<file path="src/rtl/llag_pkg.sv">
// Shared types and constants for the life-like automaton grid.
// No dependencies; imported by every module of the block but llag_ram.
`timescale 1ns / 1ps

package llag_pkg;

    localparam logic [1:0] CMD_WRITE   = 2'd0;
    localparam logic [1:0] CMD_TOGGLE  = 2'd1;
    localparam logic [1:0] CMD_ADVANCE = 2'd2;
    localparam logic [1:0] CMD_READ    = 2'd3;

    localparam logic [2:0] CFG_SURV_MIN  = 3'd0;
    localparam logic [2:0] CFG_SURV_MAX  = 3'd1;
    localparam logic [2:0] CFG_BIRTH_MIN = 3'd2;
    localparam logic [2:0] CFG_BIRTH_MAX = 3'd3;
    localparam logic [2:0] CFG_WRAP      = 3'd4;
    localparam logic [2:0] CFG_ROWS      = 3'd5;
    localparam logic [2:0] CFG_COLS      = 3'd6;

    typedef struct packed {
        logic [1:0] cmd;
        logic [5:0] row;
        logic [5:0] col;
        logic       value;
    } in_word_t;

    typedef struct packed {
        logic cell_value;
        logic coords_bad;
    } out_word_t;

    typedef struct packed {
        logic [3:0] surv_lo;
        logic [3:0] surv_hi;
        logic [3:0] born_lo;
        logic [3:0] born_hi;
        logic       wrap_edges;
        logic [6:0] rows_in_use;
        logic [6:0] cols_in_use;
    } cfg_t;

    typedef enum logic [2:0] {
        ST_IDLE,
        ST_DECODE,
        ST_CELL,
        ST_BAD,
        ST_ADV_FIRST,
        ST_ADV_LAST,
        ST_ADV_ROW,
        ST_ADV_DONE
    } state_t;

    typedef enum logic [2:0] {
        RD_CMD,
        RD_FIRST,
        RD_LAST,
        RD_ONE,
        RD_AHEAD
    } rd_sel_t;

    typedef enum logic [2:0] {
        STEP_NONE,
        STEP_LOAD_FIRST,
        STEP_LOAD_ABOVE,
        STEP_ROW,
        STEP_CELL
    } step_t;

    typedef enum logic [1:0] {
        RES_CELL,
        RES_ZERO,
        RES_BAD
    } res_t;

    typedef struct packed {
        logic    latch_in;
        logic    rd_en;
        rd_sel_t rd_sel;
        step_t   step;
        logic    out_load;
        res_t    res;
    } dp_cmd_t;

    typedef struct packed {
        logic is_adv;
        logic bad;
        logic last_row;
        logic out_busy;
    } dp_stat_t;

endpackage

</file>
<file path="src/rtl/llag_ctrl.sv">
// Controller state machine: sequences cell commands and the row-by-row advance.
// Depends on llag_pkg.
`timescale 1ns / 1ps

module llag_ctrl (
    input  logic               clk,
    input  logic               rst_n,
    input  logic               in_valid,
    output logic               in_ready,
    input  llag_pkg::dp_stat_t stat,
    output llag_pkg::dp_cmd_t  cmd
);
    import llag_pkg::*;

    state_t state_reg, state_next;

    always_ff @(posedge clk or negedge rst_n)
    begin
        if (!rst_n)
            state_reg <= ST_IDLE;
        else
            state_reg <= state_next;
    end

    always_comb
    begin
        state_next   = state_reg;
        in_ready     = 1'b0;
        cmd.latch_in = 1'b0;
        cmd.rd_en    = 1'b0;
        cmd.rd_sel   = RD_CMD;
        cmd.step     = STEP_NONE;
        cmd.out_load = 1'b0;
        cmd.res      = RES_ZERO;
        unique case (state_reg)
            ST_IDLE:
            begin
                in_ready     = 1'b1;
                cmd.latch_in = in_valid;
                if (in_valid)
                    state_next = ST_DECODE;
            end
            ST_DECODE:
            begin
                if (stat.is_adv)
                begin
                    cmd.rd_en  = 1'b1;
                    cmd.rd_sel = RD_FIRST;
                    state_next = ST_ADV_FIRST;
                end
                else if (stat.bad)
                    state_next = ST_BAD;
                else
                begin
                    cmd.rd_en  = 1'b1;
                    cmd.rd_sel = RD_CMD;
                    state_next = ST_CELL;
                end
            end
            ST_CELL:
            begin
                if (!stat.out_busy)
                begin
                    cmd.step     = STEP_CELL;
                    cmd.out_load = 1'b1;
                    cmd.res      = RES_CELL;
                    state_next   = ST_IDLE;
                end
            end
            ST_BAD:
            begin
                if (!stat.out_busy)
                begin
                    cmd.out_load = 1'b1;
                    cmd.res      = RES_BAD;
                    state_next   = ST_IDLE;
                end
            end
            ST_ADV_FIRST:
            begin
                cmd.step   = STEP_LOAD_FIRST;
                cmd.rd_en  = 1'b1;
                cmd.rd_sel = RD_LAST;
                state_next = ST_ADV_LAST;
            end
            ST_ADV_LAST:
            begin
                cmd.step   = STEP_LOAD_ABOVE;
                cmd.rd_en  = 1'b1;
                cmd.rd_sel = RD_ONE;
                state_next = ST_ADV_ROW;
            end
            ST_ADV_ROW:
            begin
                // row r written back while row r+2 is fetched
                cmd.step   = STEP_ROW;
                cmd.rd_en  = 1'b1;
                cmd.rd_sel = RD_AHEAD;
                if (stat.last_row)
                    state_next = ST_ADV_DONE;
            end
            ST_ADV_DONE:
            begin
                if (!stat.out_busy)
                begin
                    cmd.out_load = 1'b1;
                    cmd.res      = RES_ZERO;
                    state_next   = ST_IDLE;
                end
            end
            default:
            begin
                state_next = ST_IDLE;
            end
        endcase
    end

    a_load_has_room: assert property (@(posedge clk) disable iff (!rst_n)
        cmd.out_load |-> !stat.out_busy)
        else $error("result loaded while output word still held");

    a_accept_decodes: assert property (@(posedge clk) disable iff (!rst_n)
        (in_valid && in_ready) |=> (state_reg == ST_DECODE))
        else $error("accepted word not decoded next cycle");

    a_last_row_ends: assert property (@(posedge clk) disable iff (!rst_n)
        (state_reg == ST_ADV_ROW && stat.last_row) |=> (state_reg == ST_ADV_DONE))
        else $error("advance did not finish after last row");

    a_write_only_in_work: assert property (@(posedge clk) disable iff (!rst_n)
        (cmd.step == STEP_ROW || cmd.step == STEP_CELL) |->
        (state_reg == ST_ADV_ROW || state_reg == ST_CELL))
        else $error("row memory written outside a work state");

endmodule

</file>
<file path="config.mk">
export PLATFORM = sky130hd
export DESIGN_NAME = llag_ctrl
export DESIGN_NICKNAME = d
export VERILOG_FILES = /design/src/rtl/llag_pkg.sv /design/src/rtl/llag_ctrl.sv
export SDC_FILE = /design/constraint.sdc
export NUM_CORES = 1
export LEC_CHECK = 0
export BUFFER_PORTS_ARGS = -buffer_cell sky130_fd_sc_hd__buf_4
export CAP_MARGIN = 20
export CORE_AREA = 2 2 39 41
export CTS_CLUSTER_DIAMETER = 60
export DETAILED_ROUTE_END_ITERATION = 8
export DIE_AREA = 0 0 41 43
export PLACE_DENSITY_LB_ADDON = 0.12
export SETUP_SLACK_MARGIN = 0.15
export SYNTH_ARGS = -nofsm -noshare
export SYNTH_HDL_FRONTEND = slang
export SYNTH_SLANG_ARGS = --single-unit
</file>
<file path="constraint.sdc">
create_clock -name clk -period 1.6 [get_ports clk]
set_input_delay 0.32 -clock clk [delete_from_list [all_inputs] [get_ports clk]]
set_output_delay 0.32 -clock clk [all_outputs]
set_load 0.01 [all_outputs]
</file>
* Yosys cells after proc, flatten, opt, wreduce, memory -nomap -nowiden
Index checks and enable logic that the tools add are counted.
Storage, ports and cells: register bits 3, bits of input ports 7, word-level logic and storage cells 30
Operators by class: equality and inequality tests 10, reduce and logical (&&, ||, !) cells 3, multiplexer cells 16
Operator list (count):
- $mux 3 | 6
- $pmux 3 s6 | 1
- $pmux 4 s4 | 1
- $eq 3x3->1 const B | 4
- $pmux 3 s4 | 1
- $pmux 3 s3 | 1
- $mux 4 | 2
- $eq 3x2->1 const B | 2
- $mux 6 | 1
- $ne 2x2->1 const B | 3
- $eq 3x1->1 const B | 1
- $logic_not 3->1 | 1
- $mux 1 | 3
- $reduce_and 3->1 | 1
- $reduce_or 3->1 | 1

* Longest topological paths before layout
Gate-level depths: netlist (run 1).
depth in word-level cells 4, depth in mapped cells 4

* Worst setup path after synthesis (run 1)
Ideal clock, no wire load.
path kind register -> output, from register state_reg[0], to output cmd[10] in the netlist's numbering, data required time 1.280 ns, slack 0.198 ns, cell stages (with the launch flop) 4, data arrival time 1.082 ns, cells stage by stage dfrtp_1 buf_4 nor3_1 and2_1
RTL lines:
- from (decl) | line llag_ctrl.sv:15 | state_t state_reg, state_next;
- from (signal assigned) | line llag_ctrl.sv:22 | state_reg <= state_next;
- to (decl) | line llag_ctrl.sv:11 | output llag_pkg::dp_cmd_t cmd

==> summary.txt, run 1 <==
Setup path
  • Slowest CP cell: dfrtp_1
  • CP Max Fanout: 4
  • Worst setup path start: state_reg[2]
  • CP required: 1280 ps
  • R2R Setup Slk: 250 ps
  • Critical R2R Launch: state_reg[1]
  • CP Capture Type: primary output
  • Worst-path cell chain: or3b_4 > nor2_1 > buf_4
  • Startpoint types: register
  • Reg2reg path depth: 4
  • Largest delay contributor family on the critical path: simple AND/OR/NAND/NOR gates
  • Critical path type: reg -> out
  • Crit path depth: 3
  • Worst Path Buf+Inv: 1
  • Critical Path Max Stage Delay: 390 ps
  • Arrival @ worst endpoint: 1240 ps

Yosys
  • Xor/xnor share of the synthesized area: 3.26%
  • Largest family of logic cells by synthesized area: simple AND/OR/NAND/NOR gates
  • Syn Area/Cell: 7.91 µm²
  • Syn Inst Count: 34
  • Flops & latches, synth: 3
  • Synth Area in Adders: 0%
  • Synth warnings: 0
  • Yosys top cell area share: 27.9%
  • Simple-gate share of the synthesized area: about 39%
  • Synth Cell Area: 269 µm²
  • Mux contribution to synthesized area: 0%
  • Netlist cell types: 20
  • Largest area contributor in the netlist: dfrtp_1
  • Post-Syn Nets: 41
  • Synth Area in Compound Gates: 19.1%
  • Register area share after synthesis: 27.9%
  • Synth top area cells: dfrtp_1, a21oi_1, and2_1, buf_4, nor2_1

Global routing
  • Total global routing overflow: 0
  • All-Layer GR Usage: slightly below 10%
  • Pin count of the biggest net entering global routing: 9
  • First-pass GRT wire length: about 1.2 mm
  • Number of global-route vias before repair: just under 300
  • Antenna violations before repair: 0

Routing
  • Vias post-DR: 329
  • First-pass detailed-route iteration total: 2
  • Final ANT Viol Nets: 0
  • Detailed Route WL: 749 µm
  • Iteration-0 DRC count of the detailed router: 1
  • Vias per cell: approximately 4.2
  • WL per Instance: 9.60 µm
  • Number of remaining DRC errors: 0

Power and ir drop
  • Cell Pwr Density: about 2000 nW/µm²
  • Worst vdd ir: 0.000896 V
  • LEAKAGE: approximately 0.26 nW

Floorplan
  • Starting Density: between 15 and 20%
  • I/O pin cnt: 19
  • Die width: 41 µm
  • Core Area: 1380 µm²
  • Num rows: 14
  • Die ar.: 1760 µm²
  • Die height: about 43 µm

Cells and area
  • Max reg flops: 3
  • Fin util: ~39%
  • Fill cells: 159
  • Share of layout cells above drive strength 1: about three fifths
  • Number of diodes: 0
  • Nets: 70
  • P&R area growth vs syn: 100%

Clocking
  • Clk buf depth: 2
  • TritonCTS Sinks: 3
  • CTS tree: done
  • CTS clk-pin slew, worst paths: 40 ps
  • Root buffer cell: clkbuf_4
  • CTS Buf Count: 3
  • H-tree Lvls: 1
  • Worst skew pair latency: around 230 ps

STA
  • Worst hold slack: 378 ps
  • Endpoints failing setup: 0
  • Final Max Tran Viols: 0
  • Unrepaired setup endpoints after global routing: yes
  • Final hold vios: 0
  • Worst slew margin: 86.8%
  • Fin Clk Skew: 3.33 ps
  • Min cycle time layout: 1560 ps
  • Period utilisation layout: 97.5%
  • Worst-margin pin slew: between 150 and 200 ps
  • Max Fclk: 0.641 GHz

Hold path
  • HP Start: stat[0]
  • Worst hold path class: in -> reg
  • WHS Path Cells: 3

Run
  • Max-Cap Viols: 0

Placed design
  • RePlAce Congestion: 0.690
  • HPWL Detailed: 580 µm
  • Port Buffers: 18

Outcome
  • Result of the run: complete, no violations
==> kinds of logic (layout without fill, tap and decap cells) <==
group / Yosys count / after routing
AND/OR/NAND/NOR: 17 / 17
AO/OA/AOI/OAI: 9 / 9
flip-flops: 3 / 3
buffers and inverters: 4 / 32
XOR/XNOR: 1 / 1
==> what timing repair did <==
item / 4_1_cts / 5_1_grt
gates resized for setup: 10 / 2
endpoints found under the hold margin: 3 / 0
buffers inserted: 4 / 0
setup endpoints to repair: 10 / 11
pin swaps: 6 / 0
hold buffers: 1 / 0
==> metrics by stage <==
step	instances	TNS, ps	area [µm²]	setup WS, ps	power [mW]
2_1_floorplan	34	0	269	198	0.529
3_5_place_dp	69	0	428	207	0.802
6_report	78	0	538	39.4	1.10
5_1_grt	78	-18.5	538	-10.6	1.20
4_1_cts	78	0	529	19.5	1.10
3_3_place_gp	69	0	428	218	0.805
==> synth_stat cells (all sizes together) <==
library cell  instances
xor2                  1
or3                   1
nand2b                1
nor3                  2
buf                   3
and2                  3
nor2b                 2
a32oi                 1
inv                   1
or2b                  1
dfrtp                 3
nor2                  4
a21oi                 5
o21bai                1
or3b                  1
o21ai                 2
nand2                 1
nor3b                 1
==> layout make-up <==
cell class	count	area, µm²	share of cell area [%]
Tap cell	16	20.0	3.72
Multi-Input combinational cell	27	191	35.6
Sequential cell	3	76.3	14.2
Inverter	1	3.75	0.698
Timing Repair Buffer	27	220	40.9
Clock buffer	4	26.3	4.88
==> worst register-to-register path, stage by stage, from the launching register on <==
cell and delay (ps):
dfrtp_1 400, buf_6 140, buf_4 130, or3_1 360, a32oi_1 220
==> power by group <==
| group | switching, mW | internal, mW | leakage [nW] | total (mW) |
|---|---|---|---|---|
| clock | 0.0379 | 0.0933 | 0.0150 | 0.131 |
| combinational | 0.333 | 0.454 | 0.208 | 0.787 |
| sequential | 0.0645 | 0.119 | 0.0328 | 0.183 |
| total | 0.435 | 0.666 | 0.256 | 1.10 |
==> worst paths after layout <==
kind	endpoint
worst max-delay path	cmd[5]
worst min-delay path	state_reg[2]
worst max register to register	state_reg[0]
worst min register to register	state_reg[2]
max in group asynchronous	state_reg[0]
min in group asynchronous	state_reg[2]
==> cell usage in the layout, fill, tap and decap left out <==
| cell type | instances |
|---|---|
| buf_4 | 22 |
| a21oi_1 | 4 |
| buf_6 | 4 |
| and2_1 | 3 |
| nor2_1 | 3 |
| clkbuf_4 | 3 |
| dfrtp_1 | 2 |
| or3b_4 | 1 |
| inv_2 | 1 |
| nor2_2 | 1 |
| xor2_1 | 1 |
| nor2b_2 | 1 |
| nor3b_2 | 1 |
| nand2b_4 | 1 |
| a21oi_2 | 1 |
| nor3_1 | 1 |
| nor2b_1 | 1 |
| nor3_4 | 1 |
| or2b_1 | 1 |
| or3_1 | 1 |
| nand2_1 | 1 |
| o21bai_1 | 1 |
| a32oi_1 | 1 |
| o21ai_0 | 1 |
| o21ai_1 | 1 |
| clkbuf_1 | 1 |
| dlygate4sd3_1 | 1 |
| dfrtp_2 | 1 |
==> routing by layer <==
metal,track usage (%),share of wire (%)
met1,11.9,41
met2,14.7,51
met3,3.14,7.7
met4,6.00,0
met5,0,0
(Power assumes the default switching activity.)
==> run 2, diff against run 1 <==
==> constraint.sdc (replaced) <==
create_clock -name clk -period 1.6 [get_ports clk]
set_input_delay 0 -clock clk [delete_from_list [all_inputs] [get_ports clk]]
set_output_delay 0 -clock clk [all_outputs]
set_load 0.01 [all_outputs]
==> summary.txt, run 2 (same netlist as run 1, synthesis figures left out) <==
Clocking
  • Clk buf depth: 2 (unchanged)
  • Worst skew pair latency: 230 ps (about the same)
  • Root buffer cell: clkbuf_4
  • CTS tree: done
  • H-tree Lvls: 1 (unchanged)
  • TritonCTS Sinks: 3 (unchanged)
  • CTS clk-pin slew, worst paths: 40 ps (about the same)
  • Post-CTS setup buffers: 0 (-4)
  • CTS Buf Count: 3 (unchanged)

Floorplan
  • Starting Density: 19.4% (unchanged)
  • Die height: 43 µm (unchanged)
  • Die width: 41 µm (unchanged)
  • Die ar.: 1760 µm² (unchanged)
  • Core Area: 1380 µm² (unchanged)
  • Num rows: 14 (unchanged)
  • I/O pin cnt: 19 (unchanged)

STA
  • Final hold vios: 0 (unchanged)
  • Unrepaired setup endpoints after global routing: no
  • Setup WS post-layout: 220 ps (+181 ps)
  • Period utilisation layout: 86.3% (-11 points)
  • Endpoints failing setup: 0 (unchanged)
  • Min cycle time layout: 1380 ps (-181 ps)
  • Setup TNS Final: 0 ps (unchanged)
  • Max Fclk: 0.725 GHz (+13%)
  • Worst-margin pin slew: 247 ps (+49.8 ps)
  • Worst slew margin: 83.5% (-3.4 points)
  • Final Max Tran Viols: 0 (unchanged)
  • Fin Clk Skew: 2.24 ps (-1.09 ps)

Setup path
  • CP required: 1600 ps (+320 ps)
  • RR Endpoint: state_reg[0]
  • Arrival @ worst endpoint: 1380 ps (+140 ps)
  • Worst setup path start: state_reg[2]
  • CP Capture Type: primary output
  • Critical path type: reg -> out
  • Critical R2R Launch: state_reg[1]
  • Startpoint types: register
  • CP Max Fanout: 13 (+9)
  • R2R Setup Slk: 460 ps (+210 ps)
  • Reg2reg path depth: 2 (-2)

Hold path
  • Worst hold path class: in -> reg
  • WHS Path Cells: 3 (unchanged)
  • Hold EP: state_reg[2]
  • HP Start: stat[0]

Cells and area
  • Most common cell after layout, fill and taps aside: buf_4
  • Nets: 62 (-11%)
  • P&R area growth vs syn: 62.8%
  • Fill cells: 155 (-2.5%)
  • Max reg flops: 3 (unchanged)
  • Number of diodes: 0 (unchanged)
  • Most frequent cells in the layout: buf_4, a21oi_1, nor2_1
  • Share of layout cells above drive strength 1: 48.1% (-13 points)

Placed design
  • Port Buffers: 18 (unchanged)
  • Worst slack, placed: 377 ps (+170 ps)
  • HPWL Detailed: 499 µm (-14%)
  • RePlAce Congestion: 0.659 (-4.4%)

Routing
  • Iteration-0 DRC count of the detailed router: 5 (+4)
  • Detailed Route WL: 709 µm (-5.3%)
  • Vias post-DR: 301 (-8.5%)
  • First-pass detailed-route iteration total: 4 (+2)
  • Number of remaining DRC errors: 0 (unchanged)
  • Vias per cell: 4.30 (+1.9%)
  • WL per Instance: 10.1 µm (+5.5%)
  • Final ANT Viol Nets: 0 (unchanged)

Power and ir drop
  • Comb pwr share: 56.0% (-15 points)
  • Cell-internal power: 0.491 mW (-26%)
  • Reg power frac: 28.3% (+12 points)
  • Net Sw Frac: 42.7% (+3.2 points)
  • Worst vdd ir: 0.00102 V (+14%)
  • NetSw: 0.366 mW (-16%)
  • LEAKAGE: 0.204 nW (-20%)
  • Cell Pwr Density: 1960 nW/µm² (-4.5%)
  • Clk pwr share: 15.7% (+3.8 points)

Global routing
  • Number of global-route vias before repair: 269 (-6.9%)
  • All-Layer GR Usage: 9.66% (-0.29 points)
  • Total global routing overflow: 0 (unchanged)
  • Pin count of the biggest net entering global routing: 14 (+5)
  • First-pass GRT wire length: 1.10 mm (-4.7%)
  • Antenna violations before repair: 0 (unchanged)

Outcome
  • Result of the run: complete, no violations

Run
  • Max-Cap Viols: 0 (unchanged)
-- run 2: cell count changes in the layout (fill, tap and decap cells not counted), moves of 2 or more --
cell	previous run	this run
dfrtp_1	2	0
dfrtp_2	1	3
buf_4	22	18
buf_6	4	0
-- run 2: final cells by class --
type,count,area (µm²),share of cell area [%]
Multi-Input combinational cell,27,164,37.4
Timing Repair Buffer,19,145,33.1
Sequential cell,3,78.8,18.0
Clock buffer,4,26.3,6.00
Tap cell,16,20.0,4.57
Inverter,1,3.75,0.857
-- run 2: worst max-delay path: stages, from the launching register on --
cell and delay, ps:
dfrtp_2 470, or3b_1 440, nor2_1 110, buf_4 130
-- run 2: through the flow --
stage          cell area [µm²]  total power, mW  utilization [%]  cells  hold slack, ps
6_report                   438            0.856             31.6     70            46.8
5_1_grt                    438            0.937             31.6     70            66.8
4_1_cts                    435            0.869             31.5     70            48.7
3_5_place_dp               398            0.719             28.8     65            -206
3_3_place_gp               398            0.729             28.8     65            -207
2_1_floorplan              269            0.529                -     34            -296
-- run 2: repair_timing --
action,in CTS,in global routing
endpoints found under the setup margin,2,3
hold buffers,1,0
gates resized for setup,1,2
hold endpoints to repair,3,0
-- run 2: worst max path at each step --
| stage | to | slack (ps) |
|---|---|---|
| 2_1_floorplan | state_reg[1] | 450 |
| 3_3_place_gp | cmd[5] | 400 |
| 3_5_place_dp | cmd[5] | 380 |
| 4_1_cts | cmd[5] | 150 |
| 5_1_grt | cmd[5] | 160 |
| 6_report | cmd[5] | 220 |
-- run 2: power by group through the flow --
| stage | Sequential [mW] | Combinational, mW | Clock [mW] |
|---|---|---|---|
| after floorplan | 0.139 | 0.390 | 0 |
| after CTS | 0.239 | 0.488 | 0.142 |
| after detailed placement | 0.237 | 0.482 | 0 |
| after global placement | 0.239 | 0.490 | 0 |
| after global routing | 0.257 | 0.532 | 0.148 |
| final | 0.242 | 0.480 | 0.134 |
-- run 2: layer usage --
metal | vias to the layer above | wire length [µm] | track usage [%]
li1 | 156 | - | -
met1 | 128 | 313 | 12.9
met2 | 15 | 302 | 10.9
met3 | 2 | 87 | 7.85
met4 | 0 | 6 | 4.00
met5 | - | 0 | 0
